==> src/hw/rtl/lmbs_pkg.sv <==
// Shared types and constants for the LED matrix bit-plane scanner.
// Used by the core and its port checker; no dependencies.
package lmbs_pkg;

  localparam int DEF_ROWS    = 8;
  localparam int DEF_PLANES  = 3;

  localparam int COL_W       = 7;
  localparam int ROW_W       = 4;
  localparam int PLANE_W     = 2;
  localparam int DWELL_W     = 8;
  localparam int CFG_IDX_W   = 2;
  localparam int ADDR_FULL_W = 6;

  localparam logic [DWELL_W-1:0] DWELL_AT_RESET = 8'd21;
  localparam logic [DWELL_W-1:0] DWELL0_RESET   = 8'd12;
  localparam logic [DWELL_W-1:0] DWELL1_RESET   = 8'd20;
  localparam logic [DWELL_W-1:0] DWELL2_RESET   = 8'd50;

  // Request kinds carried on in_tuser.
  typedef enum logic {
    REQ_TICK  = 1'b0,
    REQ_WRITE = 1'b1
  } req_type_t;

  // Configuration register indexes.
  typedef enum logic [CFG_IDX_W-1:0] {
    CFG_PLANE0_DWELL = 2'd0,
    CFG_PLANE1_DWELL = 2'd1,
    CFG_PLANE2_DWELL = 2'd2
  } cfg_idx_t;

  // Result payload; column_drive sits in the lowest bits.
  typedef struct packed {
    logic [PLANE_W-1:0] shown_plane;
    logic [ROW_W-1:0]   shown_row;
    logic               row_shift_data;
    logic [COL_W-1:0]   column_drive;
  } result_t;

  // Request state waiting on the frame store read.
  typedef struct packed {
    logic               show;
    logic               shift_data;
    logic [ROW_W-1:0]   shown_row;
    logic [PLANE_W-1:0] shown_plane;
  } pend_t;

endpackage

==> src/hw/rtl/led_matrix_bitplane_scanner_core.sv <==
// LED matrix bit-plane scanner core: frame store, dwell timer and row scan.
// Depends on lmbs_pkg.
//
//  Channel | Ports                          | Contents
//  --------+--------------------------------+--------------------------------------
//  in      | in_tvalid/in_tready/in_tdata   | tick or frame store write request
//  out     | out_tvalid/out_tready/out_tdata| column drive and scan status per request
//  cfg     | cfg_wr_en/cfg_index/cfg_wdata  | per-plane dwell registers, write only
//
// One request per cycle sustained unless out stalls; each request yields one result
// through the frame store read and pending stage, then the output register.
// The frame store is a one-read, one-write synchronous memory; per-entry valid
// bits cleared by reset make unwritten entries read as zero, so no clearing pass.
// Reset is synchronous, active low. A stall on out backs up through the
// pending stage; in_tready drops only when both stages are full.
module led_matrix_bitplane_scanner_core
  import lmbs_pkg::*;
#(
  parameter int ROWS   = DEF_ROWS,
  parameter int PLANES = DEF_PLANES
) (
  input  logic                 clk,
  input  logic                 rst_n,
  input  logic                 in_tvalid,
  output logic                 in_tready,
  // [1:0] write_plane, [5:2] write_row, [12:6] write_columns, [15:13] zero
  input  logic [15:0]          in_tdata,
  // [0] req_type
  input  logic                 in_tuser,
  output logic                 out_tvalid,
  input  logic                 out_tready,
  // [6:0] column_drive, [7] row_shift_data, [11:8] shown_row,
  // [13:12] shown_plane, [15:14] zero
  output logic [15:0]          out_tdata,
  // [0] row_advanced
  output logic                 out_tuser,
  input  logic                 cfg_wr_en,
  input  logic [CFG_IDX_W-1:0] cfg_index,
  input  logic [DWELL_W-1:0]   cfg_wdata
);

  localparam int DEPTH  = ROWS * PLANES;
  localparam int ADDR_W = (DEPTH > 1) ? $clog2(DEPTH) : 1;

  // Dwell registers.
  logic [DWELL_W-1:0] dwell0_r, dwell1_r, dwell2_r;

  // Scan state.
  logic [ROW_W-1:0]   next_row_r, next_row_nxt;
  logic [PLANE_W-1:0] next_plane_r, next_plane_nxt;
  logic [DWELL_W-1:0] dwell_left_r, dwell_left_nxt;
  logic [ROW_W-1:0]   shown_row_r, shown_row_nxt;
  logic [PLANE_W-1:0] shown_plane_r, shown_plane_nxt;
  logic [COL_W-1:0]   cols_r;

  // Frame store.
  logic [COL_W-1:0]   mem [DEPTH];
  logic [DEPTH-1:0]   mem_valid_r;
  logic [COL_W-1:0]   rd_data_r;
  logic               rd_valid_r;

  // Pipeline.
  pend_t              pend_r, pend_nxt;
  logic               pend_valid_r;
  result_t            res_r;
  logic               res_adv_r;
  logic               out_valid_r;

  // Request decode.
  req_type_t          req;
  logic [PLANE_W-1:0] wr_plane;
  logic [ROW_W-1:0]   wr_row;
  logic [COL_W-1:0]   wr_cols;
  logic               in_acc, is_write, wr_en, show;
  logic               out_free, pend_move;
  logic [DWELL_W-1:0] dwell_dec, dwell_sel;
  logic               row_last, plane_last;
  logic [ADDR_FULL_W-1:0] rd_addr_full, wr_addr_full;
  logic [ADDR_W-1:0]  rd_addr, wr_addr;
  logic [COL_W-1:0]   show_cols;

  assign req      = req_type_t'(in_tuser);
  assign wr_plane = in_tdata[1:0];
  assign wr_row   = in_tdata[5:2];
  assign wr_cols  = in_tdata[12:6];

  // Handshake: output register frees when taken; pending stage moves into it.
  assign out_free  = !out_valid_r || out_tready;
  assign pend_move = pend_valid_r && out_free;
  assign in_tready = !pend_valid_r || pend_move;
  assign in_acc    = in_tvalid && in_tready;
  assign is_write  = (req == REQ_WRITE);

  // Drop writes outside the stored planes and rows.
  assign wr_en = in_acc && is_write &&
                 ({1'b0, wr_plane} < (PLANE_W + 1)'(PLANES)) &&
                 ({1'b0, wr_row} < (ROW_W + 1)'(ROWS));

  assign wr_addr_full = ADDR_FULL_W'(wr_plane) * ADDR_FULL_W'(ROWS) +
                        ADDR_FULL_W'(wr_row);
  assign rd_addr_full = ADDR_FULL_W'(next_plane_r) * ADDR_FULL_W'(ROWS) +
                        ADDR_FULL_W'(next_row_r);
  assign wr_addr = wr_addr_full[ADDR_W-1:0];
  assign rd_addr = rd_addr_full[ADDR_W-1:0];

  assign dwell_dec  = dwell_left_r - DWELL_W'(1);
  assign show       = in_acc && !is_write && (dwell_dec == '0);
  assign row_last   = (next_row_r == ROW_W'(ROWS - 1));
  assign plane_last = (next_plane_r == PLANE_W'(PLANES - 1));

  // Reload value for the plane about to be shown.
  always_comb begin
    case (next_plane_r)
      PLANE_W'(0): dwell_sel = dwell0_r;
      PLANE_W'(1): dwell_sel = dwell1_r;
      default:     dwell_sel = dwell2_r;
    endcase
  end

  // Advance scan counters on a tick; reload and step row/plane on expiry.
  always_comb begin
    next_row_nxt    = next_row_r;
    next_plane_nxt  = next_plane_r;
    dwell_left_nxt  = dwell_left_r;
    shown_row_nxt   = shown_row_r;
    shown_plane_nxt = shown_plane_r;
    if (in_acc && !is_write) begin
      dwell_left_nxt = dwell_dec;
    end
    if (show) begin
      dwell_left_nxt  = dwell_sel;
      shown_row_nxt   = next_row_r;
      shown_plane_nxt = next_plane_r;
      if (row_last) begin
        next_row_nxt   = '0;
        next_plane_nxt = plane_last ? '0 : next_plane_r + PLANE_W'(1);
      end else begin
        next_row_nxt = next_row_r + ROW_W'(1);
      end
    end
  end

  // Capture what the result needs besides the frame store data.
  always_comb begin
    pend_nxt.show        = show;
    pend_nxt.shift_data  = show && (next_row_r == '0);
    pend_nxt.shown_row   = shown_row_nxt;
    pend_nxt.shown_plane = shown_plane_nxt;
  end

  // Never-written entries read as all columns off.
  assign show_cols = pend_r.show ? (rd_valid_r ? rd_data_r : '0) : cols_r;

  always_ff @(posedge clk) begin
    if (!rst_n) begin
      dwell0_r <= DWELL0_RESET;
      dwell1_r <= DWELL1_RESET;
      dwell2_r <= DWELL2_RESET;
    end else if (cfg_wr_en) begin
      case (cfg_index)
        CFG_PLANE0_DWELL: dwell0_r <= cfg_wdata;
        CFG_PLANE1_DWELL: dwell1_r <= cfg_wdata;
        CFG_PLANE2_DWELL: dwell2_r <= cfg_wdata;
        default: ;
      endcase
    end
  end

  always_ff @(posedge clk) begin
    if (!rst_n) begin
      next_row_r    <= '0;
      next_plane_r  <= '0;
      dwell_left_r  <= DWELL_AT_RESET;
      shown_row_r   <= '0;
      shown_plane_r <= '0;
    end else begin
      next_row_r    <= next_row_nxt;
      next_plane_r  <= next_plane_nxt;
      dwell_left_r  <= dwell_left_nxt;
      shown_row_r   <= shown_row_nxt;
      shown_plane_r <= shown_plane_nxt;
    end
  end

  // Frame store: one write and one registered read per cycle. Read data is used only
  // for a tick, and a tick never writes, so no same-cycle bypass is needed.
  always_ff @(posedge clk) begin
    if (wr_en) begin
      mem[wr_addr] <= wr_cols;
    end
    if (in_acc) begin
      rd_data_r  <= mem[rd_addr];
      rd_valid_r <= mem_valid_r[rd_addr];
    end
  end

  always_ff @(posedge clk) begin
    if (!rst_n) begin
      mem_valid_r <= '0;
    end else if (wr_en) begin
      mem_valid_r[wr_addr] <= 1'b1;
    end
  end

  // Pending stage and output register.
  always_ff @(posedge clk) begin
    if (!rst_n) begin
      pend_valid_r <= 1'b0;
      out_valid_r  <= 1'b0;
      cols_r       <= '0;
    end else begin
      if (in_acc) begin
        pend_valid_r <= 1'b1;
      end else if (pend_move) begin
        pend_valid_r <= 1'b0;
      end
      if (pend_move) begin
        out_valid_r <= 1'b1;
      end else if (out_tready) begin
        out_valid_r <= 1'b0;
      end
      if (pend_move && pend_r.show) begin
        cols_r <= show_cols;
      end
    end
  end

  always_ff @(posedge clk) begin
    if (in_acc) begin
      pend_r <= pend_nxt;
    end
    if (pend_move) begin
      res_r.column_drive   <= show_cols;
      res_r.row_shift_data <= pend_r.shift_data;
      res_r.shown_row      <= pend_r.shown_row;
      res_r.shown_plane    <= pend_r.shown_plane;
      res_adv_r            <= pend_r.show;
    end
  end

  assign out_tvalid = out_valid_r;
  assign out_tdata  = {2'b00, res_r};
  assign out_tuser  = res_adv_r;

endmodule

==> config.mk <==
export PLATFORM = sky130hd
export DESIGN_NAME = led_matrix_bitplane_scanner_core
export DESIGN_NICKNAME = d
export VERILOG_FILES = /design/src/hw/rtl/lmbs_pkg.sv /design/src/hw/rtl/led_matrix_bitplane_scanner_core.sv
export SDC_FILE = /design/constraint.sdc
export NUM_CORES = 1
export LEC_CHECK = 0
export BUFFER_PORTS_ARGS = -buffer_cell sky130_fd_sc_hd__clkbuf_2
export CAP_MARGIN = 15
export CELL_PAD_IN_SITES_DETAIL_PLACEMENT = 0
export CELL_PAD_IN_SITES_GLOBAL_PLACEMENT = 1
export CORE_MARGIN = 10
export CORE_UTILIZATION = 52
export DETAILED_ROUTE_END_ITERATION = 12
export GPL_ROUTABILITY_DRIVEN = 1
export HOLD_SLACK_MARGIN = 0.05
export PLACE_DENSITY_LB_ADDON = 0.1
export SLEW_MARGIN = 15
export SYNTH_ARGS = -nofsm -noshare
export SYNTH_HDL_FRONTEND = slang
export SYNTH_SLANG_ARGS = --single-unit
==> constraint.sdc <==
create_clock -name clk -period 3.4 [get_ports clk]
set_clock_uncertainty 0.2 [all_clocks]
set_input_delay 0.51 -clock clk [delete_from_list [all_inputs] [get_ports clk]]
set_output_delay 0.51 -clock clk [all_outputs]
set_load 0.1 [all_outputs]
* Yosys cells after proc, flatten, opt, wreduce, memory -nomap -nowiden *
Memories as Yosys holds them, arrays and structs flattened. A register that Yosys moved wholly into a read port is not among the register bits.
Index checks and enable logic that the tools add are counted.

word-level totals
  register bits = 101
  bits in writable memories = 168
  output and inout port bits = 19
  memories = 1
  bits of input ports = 32

cells by class
  add/sub/neg operators = 5
  $lt $le $gt $ge = 5
  equality and inequality tests = 5
  bitwise gates (word level) = 1
  multiplexer cells = 19
  reductions and logical operators = 26

memory list
  memory  depth  bits a word  rd ports  clocked after Yosys merged registers in  wr ports  RTL line                                text
  mem     24     7            1         1                                        1         led_matrix_bitplane_scanner_core.sv:57  logic [COL_W-1:0] mem [DEPTH];

operators by type and width
  cell                 count
  $or 24x24->24        1
  $mux 8               2
  $pmux 8 s2           1
  $mux 7               2
  $lt 5x6->1 const B   2
  $add 5x4->5          2
  $logic_and 1x1->1    10
  $logic_not 8->1      1
  $mux 1               8
  $mux 4               2
  $reduce_and 2->1     4
  $sub 8x1->8 const B  1
  $reduce_bool 2->1    3
  $bmux 1 s5           1
  $demux 1 s5          1
  $ge 5x1->1 const B   1
  $add 4x1->4 const B  1
  $eq 2x1->1 const B   2
  $eq 2x2->1 const B   2
  $eq 4x3->1 const B   1
  $logic_not 2->1      2
  $logic_not 4->1      1
  $lt 4x4->1 const B   1
  $mux 2               2
  4 further kinds      7

* Depth between registers and ports, before layout *
  depth in word-level cells = 10
  depth in mapped cells = 9
  mapped depth without buffers = 7

* Worst setup path before layout *
OpenSTA, ideal clock, no wires.

  path kind = flip-flop to flip-flop
  from = register out_valid_r, in the netlist out_tvalid
  to = register pend_r[1] (netlist name) (data pin)
  arrival time = 3.187 ns
  period minus slack after synthesis = 3.646 ns
  stages on the path, launching flop included = 8
  slack = -0.246 ns
  buffers on the path = 2
  setup time = 0.259 ns
  cell sequence = dfxtp_1 > nand3b_1 > nor3b_1 > and2_1 > buf_1 > clkbuf_1 > nand3_1 > nand2_1

RTL lines
  element                 RTL line                                 text
  start, declared         led_matrix_bitplane_scanner_core.sv:67   logic out_valid_r;
  start signal, assigned  led_matrix_bitplane_scanner_core.sv:209  out_valid_r <= 1'b0;
  start signal, assigned  led_matrix_bitplane_scanner_core.sv:218  out_valid_r <= 1'b1;
  start signal, assigned  led_matrix_bitplane_scanner_core.sv:220  out_valid_r <= 1'b0;
  end signal, assigned    led_matrix_bitplane_scanner_core.sv:230  pend_r <= pend_nxt;
  end, declared           led_matrix_bitplane_scanner_core.sv:63   pend_t pend_r, pend_nxt;

==> results by group <==
Pwr
  • Worst VDD drop: 0.524 mV
  • Leakage power of the design: 4.30 nW
  • Cell Pwr Density: 542 nW/um^2

Finish
  • Most common cell after layout, fill and taps aside: edfxtp_1
  • Layout area overhead: 14.9%
  • Highest-count cells in the layout ignoring fill and taps: edfxtp_1 (199), dfxtp_1 (74), mux2i_1 (55), nor2_1 (51), mux4_2 (48)
  • Final-stage net count: 828
  • Total inserted antenna cells: 0
  • Design area: 12700 sq um
  • Layout cell share with drive strength beyond 1: 22.7%

Placed design
  • Port buffer count: 45
  • HPWL after detailed placement: 15300 um
  • Pre-CTS setup slack: 0.303 ns
  • Cell area reported after detailed placement: 11700 sq um
  • RePlAce Congestion: 0.815

Job
  • Max-cap violation count: 0

Clock tree
  • Number of gates given a new drive strength after cts: 0
  • Clock transition at the register clock pins on the worst setup and hold paths after CTS: 0.06 ns
  • CTS sink count: 276
  • CTS root buffer: clkbuf_16
  • CTS max path bufs: 3
  • Worst-Skew Late Latency: 0.53 ns
  • Number of levels in the clock H-tree: 1
  • Number of CTS-inserted buffers: 28
  • CTS tree: built

Yosys
  • Top cells by area, synth: edfxtp_1 (54%), dfxtp_1 (14%), mux4_2 (9.8%), mux2i_1 (5.0%), nor2_1 (1.7%)
  • Number of enable-type register cells in the synthesized netlist: 199
  • Total of warnings raised by yosys: 0
  • Cell variety after synth: 54
  • Synthesized instance count: 714
  • Flip-flop and latch count after synthesis: 276
  • Primary flip-flop cell chosen by synthesis mapping: edfxtp_1
  • Sequential cell area fraction in the yosys report: 68.2%
  • Largest area contributor in the synthesized netlist: edfxtp_1
  • Post-Synthesis Mean Instance Area: 15.4 sq um
  • Synth top area share: 54.2%
  • Asr flop ratio synth: 0%
  • Netlist area before placement: 11000 sq um

Floorplanning
  • Core region area: 21000 sq um
  • Number of I/O pins: 51
  • Std cell rows: 53
  • Effective utilization at floorplan: 52.6%
  • Chip height: 166 um
  • Width of the die: 166 um
  • Die area: 27400 sq um

Global routing
  • Antenna violations before repair: 0
  • Via count of the first global-routing pass: 6514
  • Remaining global-route overflow: 0
  • Wire length of the first global-routing pass: 36300 um
  • Largest net degree at the start of global routing: 44
  • Global router's overall resource usage: 16.4%

Setup path
  • Setup crit start kind: flip-flop
  • Largest driver fanout on the critical path: 16
  • Req. time, crit path: 3.47 ns
  • Worst EP arrival: 3.17 ns
  • Path type of the worst setup path: reg2reg
  • Element type at the critical path end: flip-flop

Route
  • Drt drc: 0
  • Number of routed nets with antenna violations: 0
  • Via count: 6183
  • Wirelength per Cell: 21.0 um
  • Routed Wire Length: 22800 um
  • DR iter-0 viols: 374
  • Pre-antenna DRT Iters: 4
  • Via-per-instance ratio: 5.69

Timing
  • RSZ-0062 raised after global routing: false
  • Final Hold Violating Endpoints: 0
  • Final Cycle Share: 91.3%
  • Final worst path period need: 3.10 ns
  • Setup Total Neg Slack: 0 ns
  • Final worst setup slack: 0.296 ns
  • Max Transition Viols Final: 0
  • Worst rel slew slack: 41.0%
  • F_max: 0.322 GHz
  • Final setup violation count: 0
  • Actual transition at the worst max-transition pin: 0.885 ns

Min path
  • Class of the tightest hold or removal check: in2reg

Run status
  • Result of the run: complete, no violations
-- per-stage QoR --
step                hold slack [ns]  instances  util, %  total power, W
global route                  0.104       1087     60.5         0.00707
detailed placement            0.206       1028     55.9         0.00399
CTS                          0.0625       1087     60.5         0.00694
global placement              0.206       1028     55.9         0.00397
floorplan                     0.200        715        -         0.00389
finish                       0.0873       1087     60.5         0.00687
-- final timing paths --
path | from | to | slack, ns | cells after the start
max reg2reg | dwell_left_r[0]$_SDFFE_PN1P_ | pend_r[1]$_DFFE_PN_ | 0.30 | 7
min reg2reg | pend_r[3]$_DFFE_PN_ | out_tdata[9]$_DFFE_PP_ | 0.22 | 0
max | dwell_left_r[0]$_SDFFE_PN1P_ | pend_r[1]$_DFFE_PN_ | 0.30 | 7
min | cfg_wdata[0] | dwell2_r[0]$_SDFFE_PN0P_ | 0.09 | 3
-- routing by layer --
layer | routed length [um] | vias up | GRT usage [%]
li1 | - | 2908 | -
met1 | 9730 | 3112 | 20.4
met2 | 11600 | 124 | 28.7
met3 | 867 | 39 | 2.70
met4 | 633 | 0 | 4.93
met5 | 0 | - | 0
-- what timing repair did --
| item | in CTS | in global routing |
|---|---|---|
| buffers inserted | 0 | 0 |
| endpoints found under the setup margin | 0 | 0 |
| hold buffers | 7 | 0 |
| hold endpoints to repair | 16 | 0 |
-- state kept, by name, summed over array words and instances (netlist names) --
register and flops:
cols_r 7, dwell0_r 8, dwell1_r 8, dwell2_r 8, dwell_left_r 8, mem 168
mem_valid_r 24, next_plane_r 2, next_row_r 4, out_tdata 14, out_tuser 1, out_tvalid 1
pend_r 8, pend_valid_r 1, rd_data_r 7, rd_valid_r 1, shown_plane_r 2, shown_row_r 4
-- cells in the mapped netlist, types with 8 or more instances --
library cell  number
edfxtp_1         199
dfxtp_1           77
mux2i_1           55
nor2_1            51
mux4_2            48
nand2_1           34
clkbuf_1          30
nand3_1           28
a21oi_1           27
o21a_1            24
o21ai_0           22
inv_1             14
nand3b_1           8
-- logic make-up after synthesis --
kind of cell	after synthesis	synth area share, %
compound gates	107	6.55
fa+ha+maj	6	0.681
xor+xnor	4	0.318
mux	106	15.1
other cells	1	0.0340
flops	276	68.2
simple gates	155	6.89
buf+inv	59	2.28
-- critical path, stage by stage (launching register included) --
cell     delay (ns)
dfxtp_1        0.34
inv_1          0.07
ha_1           0.23
or3b_1         0.38
o31a_1         0.31
or4_1          0.87
o21ai_0        0.34
nand2_1        0.11
-- power breakdown --
part	total [W]	switching (W)	internal (W)
Clock	0.00295	0.00120	0.00176
Combinational	0.000260	0.000196	0.0000639
Sequential	0.00366	0.0000195	0.00364
-- final cells by class --
class	instances	area (sq um)
inverter	15	56.3
clock inverter	12	110
fill	1599	8280
sequential	276	7520
tap	275	344
multi-input combinational	380	3260
timing repair buffer	89	586
clock buffer	40	787
(Power assumes the default switching activity.)
